--- src/rtl/mmcv_pkg.sv ---
// Package for the monophonic MIDI note to CV unit.
// Word types, command and message codes, and the control structs of the slot chain.
// No dependencies.
`timescale 1ns / 1ps

package mmcv_pkg;

  localparam logic [1:0] CMD_MIDI  = 2'd0;
  localparam logic [1:0] CMD_TICK  = 2'd1;
  localparam logic [1:0] CMD_PANIC = 2'd2;

  localparam logic [3:0] KIND_NOTE_OFF = 4'h8;
  localparam logic [3:0] KIND_NOTE_ON  = 4'h9;
  localparam logic [3:0] KIND_CTRL     = 4'hB;
  localparam logic [6:0] CC_ALL_OFF    = 7'h7B;
  localparam logic [1:0] PANIC_LEN     = 2'd3;

  localparam logic [1:0] REG_OCTAVE   = 2'd0;
  localparam logic [1:0] REG_SEMITONE = 2'd1;
  localparam logic [1:0] REG_CENT     = 2'd2;
  localparam logic [1:0] REG_RETRIG   = 2'd3;

  localparam logic signed [15:0] CENTS_OCTAVE   = 16'sd1200;
  localparam logic signed [15:0] CENTS_SEMITONE = 16'sd100;

  typedef struct packed {
    logic [1:0] command;
    logic [7:0] status_byte;
    logic [6:0] data_one;
    logic [6:0] data_two;
    logic [1:0] message_length;
  } in_word_t;

  typedef struct packed {
    logic signed [15:0] pitch_cents;
    logic [6:0]         velocity_level;
    logic               gate;
  } out_word_t;

  typedef struct packed {
    logic       clear;
    logic       note_on;
    logic       note_off;
    logic [6:0] note;
  } cell_ctl_t;

  typedef struct packed {
    logic       found;
    logic [6:0] note;
  } hi_link_t;

endpackage

--- src/rtl/mono_midi_note_to_cv_unit.sv ---
// Top level of the monophonic MIDI note to CV unit.
// Decodes input words, runs the slot chain and registers one result per tick.
// Depends on mmcv_pkg and mmcv_slot_cell.
`timescale 1ns / 1ps

// Takes one input word per cycle. A MIDI or panic word updates the slot chain
// and held note in the cycle it is accepted; a tick word loads the output
// register with pitch, velocity and gate. Input ready drops only while that
// output register holds a word that has not been taken, so the rate is one
// word per cycle when the output side keeps up. The first-free and
// highest-occupied searches ripple combinationally through SLOT_COUNT cells.

module mono_midi_note_to_cv_unit #(
  parameter int SLOT_COUNT = 8
) (
  input  logic                clk,
  input  logic                rst,
  input  logic                in_valid,
  output logic                in_ready,
  input  mmcv_pkg::in_word_t  in_data,
  output logic                out_valid,
  input  logic                out_ready,
  output mmcv_pkg::out_word_t out_data,
  input  logic                cfg_wen,
  input  logic [1:0]          cfg_index,
  input  logic [7:0]          cfg_data
);
  import mmcv_pkg::*;

  logic [3:0] octave_offset;
  logic [4:0] semitone_offset;
  logic [7:0] cent_offset;
  logic       retrigger_enable;

  logic [6:0] current_note;
  logic [6:0] current_velocity;
  logic       retrigger_pending;

  logic       accept;
  logic [3:0] kind;
  logic       is_midi;
  logic       is_tick;
  logic       is_clear;
  cell_ctl_t  ctl;

  logic     [SLOT_COUNT:0] taken;
  hi_link_t [SLOT_COUNT:0] hi;

  logic               fire_retrig;
  logic signed [15:0] pitch;

  assign in_ready = !out_valid || out_ready;
  assign accept   = in_valid && in_ready;
  assign kind     = in_data.status_byte[7:4];
  assign is_midi  = accept && in_data.command == CMD_MIDI;
  assign is_tick  = accept && in_data.command == CMD_TICK;

  always_comb begin
    is_clear = (accept && in_data.command == CMD_PANIC) ||
               (is_midi && kind == KIND_CTRL && in_data.data_one == CC_ALL_OFF &&
                in_data.message_length == PANIC_LEN);
    ctl.clear    = is_clear;
    ctl.note_on  = is_midi && kind == KIND_NOTE_ON && in_data.data_two != 7'd0;
    ctl.note_off = is_midi && (kind == KIND_NOTE_ON || kind == KIND_NOTE_OFF) &&
                   !ctl.note_on;
    ctl.note     = in_data.data_one;
  end

  assign taken[0] = 1'b0;
  assign hi[SLOT_COUNT] = '0;

  for (genvar i = 0; i < SLOT_COUNT; i++) begin : g_slot
    mmcv_slot_cell u_cell (
      .clk       (clk),
      .rst       (rst),
      .ctl       (ctl),
      .taken_in  (taken[i]),
      .taken_out (taken[i+1]),
      .hi_in     (hi[i+1]),
      .hi_out    (hi[i])
    );
  end

  assign fire_retrig = retrigger_pending && retrigger_enable;

  assign pitch = $signed({{12{octave_offset[3]}}, octave_offset}) * CENTS_OCTAVE
               + $signed({{11{semitone_offset[4]}}, semitone_offset}) * CENTS_SEMITONE
               + $signed({{8{cent_offset[7]}}, cent_offset})
               + $signed({9'd0, current_note}) * CENTS_SEMITONE;

  always_ff @(posedge clk) begin
    if (rst) begin
      octave_offset    <= '0;
      semitone_offset  <= '0;
      cent_offset      <= '0;
      retrigger_enable <= 1'b0;
    end else if (cfg_wen) begin
      unique case (cfg_index)
        REG_OCTAVE:   octave_offset    <= cfg_data[3:0];
        REG_SEMITONE: semitone_offset  <= cfg_data[4:0];
        REG_CENT:     cent_offset      <= cfg_data;
        REG_RETRIG:   retrigger_enable <= cfg_data[0];
        default:      ;
      endcase
    end
  end

  always_ff @(posedge clk) begin
    if (rst || is_clear) begin
      current_note      <= '0;
      current_velocity  <= '0;
      retrigger_pending <= 1'b0;
    end else if (ctl.note_on) begin
      current_note      <= in_data.data_one;
      current_velocity  <= in_data.data_two;
      retrigger_pending <= 1'b1;
    end else if (ctl.note_off) begin
      if (hi[0].found) begin
        current_note <= hi[0].note;
      end
    end else if (is_tick) begin
      if (!hi[0].found) begin
        current_velocity <= '0;
      end
      if (fire_retrig) begin
        retrigger_pending <= 1'b0;
      end
    end
  end

  always_ff @(posedge clk) begin
    if (rst) begin
      out_valid <= 1'b0;
    end else if (is_tick) begin
      out_valid <= 1'b1;
    end else if (out_ready) begin
      out_valid <= 1'b0;
    end
  end

  always_ff @(posedge clk) begin
    if (is_tick) begin
      out_data.pitch_cents    <= pitch;
      out_data.velocity_level <= hi[0].found ? current_velocity : 7'd0;
      out_data.gate           <= hi[0].found && !fire_retrig;
    end
  end

endmodule

--- src/rtl/mmcv_slot_cell.sv ---
// One held-note slot of the chain: a valid bit and a note number.
// Passes the first-free claim upward and the note of the highest occupied slot downward.
// Depends on mmcv_pkg.
`timescale 1ns / 1ps

module mmcv_slot_cell (
  input  logic               clk,
  input  logic               rst,
  input  mmcv_pkg::cell_ctl_t ctl,
  input  logic               taken_in,
  output logic               taken_out,
  input  mmcv_pkg::hi_link_t hi_in,
  output mmcv_pkg::hi_link_t hi_out
);
  import mmcv_pkg::*;

  logic       valid;
  logic [6:0] note;
  logic       claim;
  logic       valid_after;

  assign claim       = ctl.note_on && !valid && !taken_in;
  assign taken_out   = taken_in || !valid;
  assign valid_after = valid && !(ctl.note_off && note == ctl.note);

  assign hi_out.found = hi_in.found || valid_after;
  assign hi_out.note  = hi_in.found ? hi_in.note : note;

  always_ff @(posedge clk) begin
    if (rst || ctl.clear) begin
      valid <= 1'b0;
    end else if (claim) begin
      valid <= 1'b1;
    end else begin
      valid <= valid_after;
    end
  end

  always_ff @(posedge clk) begin
    if (claim) begin
      note <= ctl.note;
    end
  end

endmodule

--- config.mk ---
export PLATFORM = sky130hd
export DESIGN_NAME = mono_midi_note_to_cv_unit
export DESIGN_NICKNAME = d
export VERILOG_FILES = /design/src/rtl/mmcv_pkg.sv /design/src/rtl/mono_midi_note_to_cv_unit.sv /design/src/rtl/mmcv_slot_cell.sv
export SDC_FILE = /design/constraint.sdc
export NUM_CORES = 1
export LEC_CHECK = 0
export ABC_AREA = 1
export BUFFER_PORTS_ARGS = -buffer_cell sky130_fd_sc_hd__buf_2
export CORE_ASPECT_RATIO = 0.6
export CORE_UTILIZATION = 24
export CTS_CLUSTER_SIZE = 40
export DETAILED_ROUTE_END_ITERATION = 12
export PLACE_DENSITY = 0.45
export SETUP_SLACK_MARGIN = 0.5
export SLEW_MARGIN = 5
export SYNTH_ARGS = -nofsm -noshare
export SYNTH_HDL_FRONTEND = slang
export SYNTH_SLANG_ARGS = --single-unit
--- constraint.sdc ---
create_clock -name clk -period 5.13 [get_ports clk]
set_input_delay 0.513 -clock clk [delete_from_list [all_inputs] [get_ports clk]]
set_output_delay 0.513 -clock clk [all_outputs]
set_load 0.1 [all_outputs]
==> flow_metrics.tcl <==
set metrics [dict create \
    grt_usage 0.132 \
    synthArstFlopShare 0 \
    grt_pass1_vias 5790 \
    max_stage_delay_ns 0.59 \
    firstDrtPassIters 5 \
    period_needed_ns 4.91 \
    grt_max_degree 27 \
    slew_viol_final 0 \
    drt_iter0_markers 402 \
    grt_pass1_wl_mm 33.9 \
    yosys_warnings 0 \
    cap_viol_max_count 0 \
    ys.flop_type "edfxtp_1" \
    dp.cells 1434 \
    gp_congestion 0.811 \
    post-route-period-util 0.957 \
    drive_gt1_frac 0.172 \
    path_class "flip-flop to flip-flop" \
    fin_cells 1476 \
    dp_hpwl_mm 17.1 \
    clock_path_buffers 2 \
    cp-start-kind "flip-flop" \
    cts_tree "built" \
    required_ns 5.32 \
    place_area_sq_um 9130 \
    syn_avg_cell_area_sq_um 8.93 \
    io_pins 67 \
    h-tree-depth 4 \
    cpMostUsedCell "fa_1" \
    powerDensity_nw_per_um2 267 \
    cts_hold_buf 0 \
    drc_errors 0 \
    syn_area_sq_um 8220 \
    cp_data_arrival_time_ns 5.10 \
    yosysUniqueCellTypes 48 \
    row_count 52 \
    cp_max_fo 4 \
    start_util 0.244 \
    hold_class "input port to flip-flop" \
    finClkSkew_ns 0.0108 \
    core_sq_um 33700 \
    die_h_microns 145 \
    finalHoldViolCount 0 \
    vias 6118 \
    total_leakage_power_uw 0.00437 \
    outcome "completed" \
    ys_ff_latch 122 \
    cts_root_buffer "clkbuf_16" \
    viasPerCell 4.14 \
    ys_seq_area_frac 0.395 \
    syn_nets 1063 \
    fmax_mhz 204 \
    synth_edf_count 80 \
    worstPathCellList "inv_2 -> fa_1 -> inv_2 -> ha_4 -> fa_1 -> ha_4 -> nand2_2 -> nor2_2 -> a211oi_2 -> xor2_1 -> fa_1 -> inv_1 -> fa_1 -> inv_2 -> ha_4 -> a21oi_2 -> o21ai_2 -> a21oi_2 -> o31ai_2 -> buf_4 -> buf_6 -> buf_6 -> xor2_1" \
    cp_slowest_cell "fa_1" \
    clock_latency_ns 0.44 \
    ant_nets 0 \
    cts_sinks 122 \
    peakVddDrop_mv 0.202 \
    worst_pin_slew_ns 1.16 \
    fin_nets 1145 \
    die-area_sq_um 35000 \
    cts_inserted_buffers 17 \
    die_x_microns 241 \
    final_design_area_no_fill_sq_um 9880 \
    grt_antenna_before_repair 1 \
    clkTransAtPathRegs_ns 0.06 \
    gr-total-overflow 0 \
    setup_viol 0 \
    area_growth_pct 20.2 \
    wl_per_cell_microns 15.0 \
    numPortBuffers 62 \
    drt-total-wl_mm 22.1 \
    maxSlewHeadroom 0.223 \
    synthCells 921 \
    rsz0062_at_grt "yes" \
    crit_path_end_kind "flip-flop" \
    fin_tns_setup_ns 0 \
]
## sequential cells by signal, summed over array words and instances, names as in the netlist
signal	flops
g_slot.u_cell.note	56
out_data	24
cent_offset	8
g_slot.u_cell.valid	8
current_note	7
current_velocity	7
semitone_offset	5
octave_offset	4
out_valid	1
retrigger_enable	1
retrigger_pending	1
## metrics by stage
stage,hold WS (ns),utilization,total power [uW],setup slack (ns)
6_report,0.332,0.293,2640,0.220
5_1_grt,0.327,0.293,2770,-0.0228
4_1_cts,0.296,0.292,2670,0.209
3_5_place_dp,0.416,0.271,1470,0.0635
3_3_place_gp,0.412,0.271,1470,0.0880
2_1_floorplan,0.409,-,1360,0.350
## cell usage in the layout, fill, tap and decap left out, types with 8 or more instances in the layout
| cell | instances |
|---|---|
| inv_1 | 146 |
| ha_1 | 65 |
| inv_2 | 9 |
| clkbuf_16 | 19 |
| o211ai_1 | 12 |
| nor2_1 | 82 |
| xor2_1 | 28 |
| edfxtp_1 | 80 |
| nand2_1 | 171 |
| nor3_1 | 8 |
| a211oi_1 | 11 |
| fa_1 | 28 |
| nand3_1 | 32 |
| dfxtp_1 | 38 |
| xnor2_1 | 32 |
| buf_2 | 62 |
| a21oi_1 | 46 |
| buf_4 | 17 |
| o21ai_0 | 28 |
| nand4_1 | 8 |
## routing by layer
layer,wire [microns],vias up,track usage
met3,1300,19,0.0396
met5,0,-,0
li1,-,3177,-
met2,7690,112,0.157
met4,288,0,0.0418
met1,12900,2810,0.216
## layout make-up
| class | instances | area [sq um] |
|---|---|---|
| clock buffer | 23 | 510 |
| fill | 3667 | 23800 |
| antenna | 1 | 2.50 |
| inverter | 157 | 592 |
| multi-input combinational | 624 | 4430 |
| timing repair buffer | 81 | 460 |
| sequential | 122 | 3250 |
| clock inverter | 9 | 58.8 |
| tap | 459 | 574 |
## path summary, 6_finish.rpt
kind,from,end,slack [ns],cells past startpoint
setup / recovery,semitone_offset[2],out_data[21],0.22,23
hold / removal,cfg_data[6],cent_offset[6],0.33,3
setup reg to reg,semitone_offset[2],out_data[21],0.22,23
hold reg to reg,cent_offset[1],out_data[9],0.43,0
## cell families (layout without fill, tap and decap cells)
kind of cell,count (synthesis),after routing,share of synthesized area
adder cells (fa/ha/maj),101,101,0.180
AO/OA/AOI/OAI,122,122,0.0887
XOR/XNOR,61,61,0.0650
flip-flops,122,122,0.395
AND/OR/NAND/NOR,340,340,0.188
buffers and inverters,175,270,0.0840
other,0,1,0
## synthesized netlist by cell type, types with 2 or more instances
| cell | count | area (sq um) |
|---|---|---|
| ha_1 | 72 | 901 |
| nand2_1 | 173 | 649 |
| buf_4 | 4 | 30.0 |
| or2_2 | 2 | 12.5 |
| nor2_2 | 2 | 12.5 |
| o21ai_0 | 31 | 155 |
| a21oi_2 | 3 | 26.3 |
| nand2_4 | 4 | 45.0 |
| buf_1 | 2 | 7.51 |
| o21bai_1 | 4 | 30.0 |
| clkbuf_1 | 4 | 15.0 |
| edfxtp_1 | 80 | 2400 |
| inv_2 | 5 | 18.8 |
| fa_1 | 29 | 581 |
| nand3b_1 | 5 | 37.5 |
| xnor2_1 | 32 | 280 |
| a21oi_1 | 50 | 250 |
| nor2_1 | 84 | 315 |
| inv_1 | 150 | 563 |
| nand4_1 | 8 | 50.1 |
| o21ai_1 | 3 | 15.0 |
| nor2_4 | 2 | 22.5 |
| nand2_2 | 6 | 37.5 |
| o211ai_1 | 12 | 90.1 |
| xor2_1 | 29 | 254 |
| dfxtp_1 | 42 | 841 |
| nor2_8 | 2 | 40.0 |
| nand3_2 | 2 | 20.0 |
| nor3_1 | 9 | 45.0 |
| nor4_1 | 3 | 18.8 |
| nand3_1 | 32 | 160 |
| buf_2 | 7 | 35.0 |
| a31oi_1 | 2 | 12.5 |
| a211oi_1 | 12 | 90.1 |
## worst max-delay path: cells and delay by family (launching register included)
kind / cells / cell delay (ns)
AOI/OAI and AO/OA: 5 / 0.66
buffers and inverters: 7 / 0.60
adders and majority gates: 7 / 2.61
and+or+nand+nor: 2 / 0.09
DFF: 1 / 0.34
xor gates and xnor gates: 2 / 0.37
## timing repair
| action | CTS | global route |
|---|---|---|
| buffers inserted | 7 | 2 |
| gates resized for setup | 18 | 7 |
| pin swaps | 12 | 3 |
| setup endpoints to repair | 3 | 5 |
## power by group
part | leakage, uW | switching [uW] | total, uW | internal (uW)
clock network | 0.000280 | 460 | 1160 | 699
registers | 0.00107 | 10.3 | 1080 | 1070
logic | 0.00303 | 268 | 404 | 136
total | 0.00437 | 739 | 2640 | 1900
(Power assumes the default switching activity.)
